==> src/divider_timer_with_overflow_reload_top_macros.svh <==
// Assertion macros shared by the timer modules.
// They expect signals named clk and arst_n in the module that uses them.
`ifndef DIVIDER_TIMER_WITH_OVERFLOW_RELOAD_TOP_MACROS_SVH
`define DIVIDER_TIMER_WITH_OVERFLOW_RELOAD_TOP_MACROS_SVH

// The consequent must hold in the same cycle as the antecedent.
`define DTT_ASSERT_NOW(label, ante, cons, msg) \
	label: assert property (@(posedge clk) disable iff (!arst_n) (ante) |-> (cons)) \
		else $error(msg);

// The consequent must hold in the cycle after the antecedent.
`define DTT_ASSERT_NEXT(label, ante, cons, msg) \
	label: assert property (@(posedge clk) disable iff (!arst_n) (ante) |=> (cons)) \
		else $error(msg);

`endif

==> src/dtt_pkg.sv <==
`default_nettype none

package dtt_pkg;

	typedef enum logic [1:0] {
		REQ_TICK  = 2'd0,
		REQ_READ  = 2'd1,
		REQ_WRITE = 2'd2
	} req_type_t;

	typedef enum logic [2:0] {
		REG_DIV  = 3'd0,
		REG_TIMA = 3'd1,
		REG_TMA  = 3'd2,
		REG_TAC  = 3'd3,
		REG_IF   = 3'd4
	} reg_index_t;

	localparam logic [7:0] IF_RESET      = 8'hE1;
	localparam logic [7:0] IF_TIMER      = 8'h04;
	localparam logic [7:0] TAC_READ_FILL = 8'hF8;
	localparam logic [7:0] UNMAPPED_READ = 8'hFF;

	typedef struct packed {
		req_type_t  req;
		reg_index_t idx;
		logic [7:0] data;
	} item_t;

	typedef struct packed {
		logic [7:0] read_data;
		logic [7:0] irq_flags;
	} result_t;

	// Gated counter tap: the selected counter bit ANDed with the enable bit.
	function automatic logic tap_bit(input logic [15:0] cnt, input logic [2:0] tac);
		logic sel;
		unique case (tac[1:0])
			2'd0: sel = cnt[7];
			2'd1: sel = cnt[1];
			2'd2: sel = cnt[3];
			default: sel = cnt[5];
		endcase
		return sel & tac[2];
	endfunction

endpackage

`default_nettype wire

==> src/dtt_core.sv <==
`default_nettype none
`include "divider_timer_with_overflow_reload_top_macros.svh"

module dtt_core
	import dtt_pkg::*;
(
	input  wire logic    clk,
	input  wire logic    arst_n,
	input  wire logic    step_en,
	input  wire item_t   item,
	output result_t      res
);

	logic [15:0] cnt_q, cnt_d;
	logic [7:0]  tima_q, tima_d;
	logic [7:0]  tma_q, tma_d;
	logic [2:0]  tac_q, tac_d;
	logic [7:0]  ifl_q, ifl_d;
	logic        last_tap_q, last_tap_d;
	logic        reload_pend_q, reload_pend_d;
	logic        reload_now_q, reload_now_d;
	logic        tap;
	logic [7:0]  rd;

	always_comb begin
		cnt_d         = cnt_q;
		tima_d        = tima_q;
		tma_d         = tma_q;
		tac_d         = tac_q;
		ifl_d         = ifl_q;
		last_tap_d    = last_tap_q;
		reload_pend_d = reload_pend_q;
		reload_now_d  = reload_now_q;
		rd            = '0;

		unique case (item.req)
			REQ_READ: begin
				unique case (item.idx)
					REG_DIV:  rd = cnt_q[13:6];
					REG_TIMA: rd = tima_q;
					REG_TMA:  rd = tma_q;
					REG_TAC:  rd = TAC_READ_FILL | {5'd0, tac_q};
					REG_IF:   rd = ifl_q;
					default:  rd = UNMAPPED_READ;
				endcase
			end
			REQ_WRITE: begin
				unique case (item.idx)
					REG_DIV: begin
						cnt_d = '0;
						if (last_tap_d) begin
							tima_d = tima_d + 8'd1;
							if (tima_d == 8'd0) begin
								reload_pend_d = 1'b1;
							end
						end
						last_tap_d = 1'b0;
					end
					REG_TIMA: begin
						if (!reload_now_q) begin
							tima_d = item.data;
						end
						reload_pend_d = 1'b0;
					end
					REG_TMA: begin
						if (reload_now_q) begin
							tima_d = item.data;
						end
						tma_d = item.data;
					end
					REG_TAC: begin
						if (last_tap_d && !item.data[2]) begin
							tima_d = tima_d + 8'd1;
							if (tima_d == 8'd0) begin
								reload_pend_d = 1'b1;
							end
						end
						last_tap_d = last_tap_d & item.data[2];
						tac_d      = item.data[2:0];
					end
					REG_IF: ifl_d = item.data;
					default: ;
				endcase
			end
			default: ;
		endcase

		// Machine-cycle tick: finish a pending reload, then advance the counter.
		reload_now_d = 1'b0;
		if (reload_pend_d) begin
			reload_pend_d = 1'b0;
			ifl_d         = ifl_d | IF_TIMER;
			tima_d        = tma_d;
			reload_now_d  = 1'b1;
		end
		cnt_d = cnt_d + 16'd1;
		tap   = tap_bit(cnt_d, tac_d);
		if (last_tap_d && !tap) begin
			tima_d = tima_d + 8'd1;
			if (tima_d == 8'd0) begin
				reload_pend_d = 1'b1;
			end
		end
		last_tap_d = tap;
	end

	always_ff @(posedge clk or negedge arst_n) begin
		if (!arst_n) begin
			cnt_q         <= '0;
			tima_q        <= '0;
			tma_q         <= '0;
			tac_q         <= '0;
			ifl_q         <= IF_RESET;
			last_tap_q    <= 1'b0;
			reload_pend_q <= 1'b0;
			reload_now_q  <= 1'b0;
		end else if (step_en) begin
			cnt_q         <= cnt_d;
			tima_q        <= tima_d;
			tma_q         <= tma_d;
			tac_q         <= tac_d;
			ifl_q         <= ifl_d;
			last_tap_q    <= last_tap_d;
			reload_pend_q <= reload_pend_d;
			reload_now_q  <= reload_now_d;
		end
	end

	assign res.read_data = rd;
	assign res.irq_flags = ifl_d;

	`DTT_ASSERT_NEXT(a_state_holds, !step_en, $stable(cnt_q) && $stable(tima_q) && $stable(ifl_q),
		"Timer state changed without a transaction.")
	`DTT_ASSERT_NEXT(a_counter_steps,
		step_en && !(item.req == REQ_WRITE && item.idx == REG_DIV),
		cnt_q == $past(cnt_q) + 16'd1,
		"Cycle counter did not advance by one.")
	`DTT_ASSERT_NEXT(a_reload_done,
		step_en && reload_pend_q && !(item.req == REQ_WRITE && item.idx == REG_TIMA),
		reload_now_q && ifl_q[2],
		"Pending reload was not carried out with the timer interrupt.")

endmodule

`default_nettype wire

==> src/divider_timer_with_overflow_reload_top.sv <==
// A transaction is held in the input stage until it advances into the result register.
// Throughput: one transaction per cycle while the result register is free or drained by out_ready.
// The input stage accepts a new transaction whenever the result register is free or drained.
// Reset is asynchronous and active low and takes effect at once.
// After reset the counters and timer registers are zero and the interrupt flags read 0xE1.
`default_nettype none
`include "divider_timer_with_overflow_reload_top_macros.svh"

module divider_timer_with_overflow_reload_top
	import dtt_pkg::*;
(
	input  wire logic       clk,
	input  wire logic       arst_n,
	input  wire logic       in_valid,
	output logic            in_ready,
	input  wire logic [1:0] req_type,
	input  wire logic [2:0] reg_index,
	input  wire logic [7:0] write_data,
	output logic            out_valid,
	input  wire logic       out_ready,
	output logic [7:0]      read_data,
	output logic [7:0]      irq_flags
);

	logic    valid_s1;
	item_t   item_s1;
	logic    adv;
	result_t res;
	logic    out_valid_q;
	result_t res_q;

	assign adv      = valid_s1 && (!out_valid_q || out_ready);
	assign in_ready = !valid_s1 || adv;

	always_ff @(posedge clk or negedge arst_n) begin
		if (!arst_n) begin
			valid_s1 <= 1'b0;
		end else if (in_ready) begin
			valid_s1 <= in_valid;
		end
	end

	always_ff @(posedge clk) begin
		if (in_ready && in_valid) begin
			item_s1.req  <= req_type_t'(req_type);
			item_s1.idx  <= reg_index_t'(reg_index);
			item_s1.data <= write_data;
		end
	end

	dtt_core u_core (
		.clk     (clk),
		.arst_n  (arst_n),
		.step_en (adv),
		.item    (item_s1),
		.res     (res)
	);

	always_ff @(posedge clk or negedge arst_n) begin
		if (!arst_n) begin
			out_valid_q <= 1'b0;
		end else if (adv) begin
			out_valid_q <= 1'b1;
		end else if (out_ready) begin
			out_valid_q <= 1'b0;
		end
	end

	always_ff @(posedge clk) begin
		if (adv) begin
			res_q <= res;
		end
	end

	assign out_valid = out_valid_q;
	assign read_data = res_q.read_data;
	assign irq_flags = res_q.irq_flags;

	`DTT_ASSERT_NEXT(a_stage_holds, valid_s1 && !adv, valid_s1,
		"Input stage dropped a transaction that had not advanced.")
	`DTT_ASSERT_NEXT(a_result_follows, adv, out_valid,
		"Advanced transaction did not produce a result.")
	`DTT_ASSERT_NOW(a_no_overwrite, adv, !out_valid || out_ready,
		"Result register overwritten before it was taken.")

endmodule

`default_nettype wire

==> config.mk <==
export PLATFORM = sky130hd
export DESIGN_NAME = divider_timer_with_overflow_reload_top
export DESIGN_NICKNAME = d
export VERILOG_FILES = /design/src/dtt_pkg.sv /design/src/dtt_core.sv /design/src/divider_timer_with_overflow_reload_top.sv
export VERILOG_INCLUDE_DIRS = /design/src /design/src/src
export SDC_FILE = /design/constraint.sdc
export NUM_CORES = 1
export LEC_CHECK = 0
export BUFFER_PORTS_ARGS = -buffer_cell sky130_fd_sc_hd__buf_2
export CORE_ASPECT_RATIO = 1.1
export CORE_MARGIN = 2
export CORE_UTILIZATION = 60
export DETAILED_ROUTE_END_ITERATION = 6
export GPL_ROUTABILITY_DRIVEN = 0
export PLACE_DENSITY = 0.85
export SLEW_MARGIN = 10
export SYNTH_ARGS = -nofsm -noshare
export SYNTH_HDL_FRONTEND = slang
export SYNTH_SLANG_ARGS = --single-unit
==> constraint.sdc <==
create_clock -name clk -period 3.87 [get_ports clk]
set_input_delay 0.1935 -clock clk [delete_from_list [all_inputs] [get_ports clk]]
set_output_delay 0.1935 -clock clk [all_outputs]
set_load 0.02 [all_outputs]
# Word level (Yosys, flattened, before mapping)
# Index checks and enable logic that the tools add are counted.
# op_classes
n_addsub	3
mul	0
div_mod_pow	0
magnitude_cmp	0
eq_ne	8
n_shift	0
muxes	31
bitwise	2
n_reduce_logical	15
# ops
cell	count
$mux W8	11
$pmux W8 S5	1
$mux W16	2
$pmux W8 S4	1
$add A16 B1 Y16 const B	1
$add A8 B1 Y8 const B	2
$logic_not A8 Y1	2
$mux W1	10
$mux W3	3
$eq A3 B2 Y1 const B	2
$pmux W1 S3	2
$eq A2 B1 Y1 const B	2
$eq A2 B2 Y1 const B	2
$logic_and A1 B1 Y1	4
$logic_not A1 Y1	4
$eq A3 B1 Y1 const B	1
$eq A3 B3 Y1 const B	1
$logic_not A3 Y1	1
$and A1 B1 Y1	2
$logic_not A2 Y1	1
$logic_or A1 B1 Y1	2
$pmux W1 S2	1
$reduce_bool A2 Y1	1
# totals
reg_bits	77
latch_bits	0
ramBits	0
romBits	0
inputBits	17
out_inout_bits	18
n_memories	0

# Longest topological paths before layout
# depth
word_depth	11
mapped_depth	15
mapped_depth_nobuf	12

# Cells and area by module
# Synthesis repeated with hierarchy kept, for this count alone.
# hier_totals
cells_unflattened	458
hier_area_um2	4652.0
# by_module_without_submodules
mod	instances	cells_per_inst	area_per_inst_um2	seq_area_each_um2
dtt_core	1	421	3677.3	1106.1
divider_timer_with_overflow_reload_top	1	37	974.7	920.9

# Worst setup path after synthesis
# OpenSTA, ideal clock, no wires.
# synth_timing
path_kind	flip-flop to flip-flop
from	register u_core.tima_q[4]
to	register u_core.reload_pend_q
setup_time_ps	95
arrival_time_ps	2984
setup_slack_ps	790
path_stages_with_launch	15
path_buffers	3
synth_period_minus_slack_ps	3080
cell_sequence	dfrtp_1 > buf_6 > or4_4 > a211oi_2 > o221ai_2 > nand2_1 > clkbuf_4 > clkbuf_1 > nand2_1 > o21ai_0 > ha_1 > o2111ai_2 > mux2_2 > o31a_1 > o32ai_2
# synth_between
elab_chain_len	11
# synth_lines
item	line	rtl
start, declared	dtt_core.sv:15	logic [7:0] tima_q, tima_d;
start signal, assigned	dtt_core.sv:119	tima_q <= tima_d;
$add A8 B1 Y8	dtt_core.sv:52, dtt_core.sv:73	
$logic_not A8 Y1	dtt_core.sv:53, dtt_core.sv:74	
$mux W1	dtt_core.sv:53, dtt_core.sv:74	
$mux W1 (on tied branches)	dtt_core.sv:72, dtt_core.sv:51	
$pmux W1 S3	dtt_core.sv:48	unique case (item.idx)
$mux W1	dtt_core.sv:36	unique case (item.req)
$mux W8 *	dtt_core.sv:90	if (reload_pend_d) begin
$add A8 B1 Y8 *	dtt_core.sv:99	tima_d = tima_d + 8'd1;
$logic_not A8 Y1 *	dtt_core.sv:100	if (tima_d == 8'd0) begin
$mux W1 *	dtt_core.sv:100	
$mux W1 *	dtt_core.sv:98	if (last_tap_d && !tap) begin
end signal, assigned	dtt_core.sv:124	reload_pend_q <= reload_pend_d;
end, declared	dtt_core.sv:20	logic reload_pend_q, reload_pend_d;
# Mark *: on every way between the ends. The rest lies on a longest branch, timed or not.
# A chain may end at the register's enable or synchronous reset.

# Final worst setup path
# layout_timing
from	register item_s1[8] in the netlist's numbering
to	register u_core.reload_pend_q
# layout_between
elab_chain_len	9
# layout_lines
item	line	rtl
start, declared	divider_timer_with_overflow_reload_top.sv:26	item_t item_s1;
$logic_not A3 Y1 or $eq A3 B2 Y1 (tied branches)	dtt_core.sv:48	
$mux W16 or $mux W3 (tied branches)	dtt_core.sv:48	
$mux W16 or $mux W3 (tied branches)	dtt_core.sv:36	
$add A16 B1 Y16 (tied with other cells)	dtt_core.sv:96	cnt_d = cnt_d + 16'd1;
$pmux W1 S3	dtt_pkg.sv:38	unique case (tac[1:0])
$and A1 B1 Y1	dtt_pkg.sv:44	return sel & tac[2];
$logic_not A1 Y1	dtt_core.sv:98	
$logic_and A1 B1 Y1	dtt_core.sv:98	
$mux W1 *	dtt_core.sv:98	
# Marked as above.

==> metrics.yaml <==
timing:
  fin_ws_ps: 355
  setup_violations: 0
  rsz0062_at_grt: "no"
  hold_viol: 0
  relSlewSlack: 0.303
  worstMarginPinSlew_ps: 1050
  clock_skew_ps: 9.97
  drv_slew: 0
  clock.fmax_mhz: 285
  finalCritPeriodShare: 0.908
  setup-tns-final_ps: 0
  finalCriticalPeriod_ps: 3510
  fin_hold_ws_ps: 5.23
synthesis:
  avgSynthCellArea_um2: 9.53
  yosysWarningCount: 0
  synth_cells: 502
  ys_top_cells_by_area: "dfrtp_1, edfxtp_1, nand2_1, mux2_2, o21ai_0"
  yosys_most_used_dff: "dfrtp_1"
  syn_area_um2: 4790
  ys_seq_elements: 75
  netlist.area_leader.share: 0.220
  syn_nets: 523
  seq_area_frac_synth: 0.424
  synth_cell_types: 82
  synth_top_area_cell: "dfrtp_1"
  synthArstFlopShare: 0.613
  synth_edf_count: 29
critical_path:
  slowest_stage: "edfxtp_1"
  r2r-start: "item_s1[8]$_DFFE_PP_"
  timing.critical_path.mode_cell: "nand2_1"
  critPathKind: "flop to flop"
  setup.worst_path.end_class: "flop"
  crit_chain: "nand2_1 > a21oi_1 > o221ai_2 > nand2_1 > buf_4 > mux2i_2 > o2111ai_2 > mux2_2 > o31a_1 > o32ai_2"
  cp_max_fo: 26
  crit_path_start_kind: "flop"
  max_stage_delay_ps: 880
  r2r-end: "u_core.reload_pend_q$_DFFE_PN0P_"
  critical_path_required_ps: 4140
  reg2reg_setup_slack_ps: 360
  r2r_cells: 10
  worstPathArrival_ps: 3790
grt:
  grt_pass1_wl_um: 18800
  grt_max_degree: 47
  grt_antenna_before_repair: 0
  track_usage: 0.283
  grt_overflow: 0
  grt_pass1_vias: 3802
pwr:
  clkPwrFrac: 0.232
  combPwrFrac: 0.276
  p_leak_nw: 2.04
  p_seq_frac: 0.492
  p_switching_mw: 0.875
  p_per_area_nw_per_um2: 465
  intPower_mw: 1.55
  ir_worst_vdd_mv: 0.272
  p_sw_frac: 0.361
detailed_routing:
  viasPerCell: 6.34
  wl_um: 11600
  drc_errors: 0
  vias: 4104
  ant_nets: 0
  drt_iter0_drc: 624
  wl_per_cell_um: 17.9
  drt_first_pass_iters: 7
layout:
  diodes: 0
  final_common_cell: "nand2_1"
  final_cell_mix: "nand2_1, dfrtp_1, o21ai_0"
  area_delta_synth_final_pct: 9.05
  layout-drive-gt1-share: 0.199
  utilization: 0.667
  nets: 555
min_path:
  min_path_type: "input pin to asynchronous set/reset pin"
clock_tree:
  clk_latency_ps: 370
  post_cts_buffers: 0
  cts_tree: "built"
  clk_pin_slew_ps: 80
  clock_path_buffers: 2
  cts_max_level: 3
  hold_buffers: 6
  cts_resized: 0
  cts-root-buf: "clkbuf_8"
  clock-sinks: 75
  numCtsBuffers: 9
run_status:
  status: "complete, no violations"
die:
  dieArea_um2: 8710
  die_h_um: 97.7
  core_um2: 7830
  die_w_um: 89.2
  fp-row-count: 34
  start_util: 0.611
  io_pins: 35
place:
  io_buffers: 34
  dpl_worst_slack_ps: 499
  dp_hpwl_um: 8050
job:
  max_cap_violations: 0
[metrics by stage]
step / total power, mW / instances / cell area, µm²
6_report: 2.43 / 647 / 5220
4_1_cts: 2.41 / 647 / 5220
5_1_grt: 2.55 / 647 / 5220
3_3_place_gp: 1.82 / 625 / 4980
3_5_place_dp: 1.85 / 625 / 4980
2_1_floorplan: 1.66 / 502 / 4790
[per-layer routing]
metal / wire, µm / track usage / vias up
met1: 4640 / 0.396 / 1897
met5: 0 / 0 / -
met3: 1000 / 0.0535 / 65
met2: 5310 / 0.420 / 239
li1: - / - / 1903
met4: 614 / 0.138 / 0
[layout make-up]
| type | instances | area, µm² |
|---|---|---|
| Clock buffer | 12 | 156 |
| Sequential cell | 75 | 2030 |
| Clock inverter | 4 | 25.0 |
| Tap cell | 108 | 135 |
| Inverter | 8 | 30.0 |
| Timing Repair Buffer | 50 | 305 |
| Multi-Input combinational cell | 390 | 2540 |
| Fill cell | 634 | 2610 |
[Yosys cell counts, drive strengths merged (7+ instances only)]
master and number:
nand3b 9, nor3 8, o22ai 7, mux2 24
nand4 7, clkbuf 14, inv 8, mux2i 20
nand2 78, dfrtp 42, edfxtp 29, nand2b 8
and2 7, xor2 7, o21ai 45, nand3 15
nor2 40, buf 15, a21oi 22
[how the worst max path moves through the flow]
stage,startpoint,end,depth (start not counted)
6_report,item_s1[8]$_DFFE_PP_,u_core.reload_pend_q$_DFFE_PN0P_,10
5_1_grt,item_s1[8]$_DFFE_PP_,u_core.reload_pend_q$_DFFE_PN0P_,10
4_1_cts,item_s1[8]$_DFFE_PP_,u_core.reload_pend_q$_DFFE_PN0P_,10
3_5_place_dp,item_s1[8]$_DFFE_PP_,u_core.reload_pend_q$_DFFE_PN0P_,10
3_3_place_gp,item_s1[8]$_DFFE_PP_,u_core.reload_pend_q$_DFFE_PN0P_,10
2_1_floorplan,u_core.tima_q[4]$_DFFE_PN0P_,u_core.reload_pend_q$_DFFE_PN0P_,14
[kinds of logic (layout without fill, tap and decap cells)]
kind of cell / count (synthesis) / after routing / synth area share
AND/OR/NAND/NOR: 202 / 202 / 0.219
buffers and inverters: 37 / 74 / 0.0458
adder cells (fa/ha/maj): 4 / 4 / 0.0105
multiplexers: 44 / 44 / 0.0991
AO/OA/AOI/OAI: 128 / 128 / 0.180
XOR/XNOR: 12 / 12 / 0.0220
flip-flops: 75 / 75 / 0.424
[power groups by stage]
| stage | sequential [mW] | clock, mW | combinational, mW |
|---|---|---|---|
| floorplan | 1.13 | 0 | 0.533 |
| global placement | 1.19 | 0 | 0.628 |
| detailed placement | 1.20 | 0 | 0.652 |
| CTS | 1.18 | 0.567 | 0.662 |
| global route | 1.21 | 0.599 | 0.742 |
| finish | 1.19 | 0.563 | 0.669 |
[state kept, by name, indices dropped and copies added (netlist names)]
register	flops
u_core.tac_q	3
u_core.last_tap_q	1
u_core.tma_q	8
read_data	8
u_core.reload_pend_q	1
u_core.ifl_q	8
out_valid	1
u_core.reload_now_q	1
item_s1	13
valid_s1	1
u_core.cnt_q	14
irq_flags	8
u_core.tima_q	8
[critical path: cells and delay by family (launching register included)]
kind                   cells  cell delay, ps
AO/OA/AOI/OAI              5             970
flip-flops                 1             880
buffers and inverters      1             260
multiplexers               2             690
AND/OR/NAND/NOR            2             620
(Power assumes the default switching activity.)
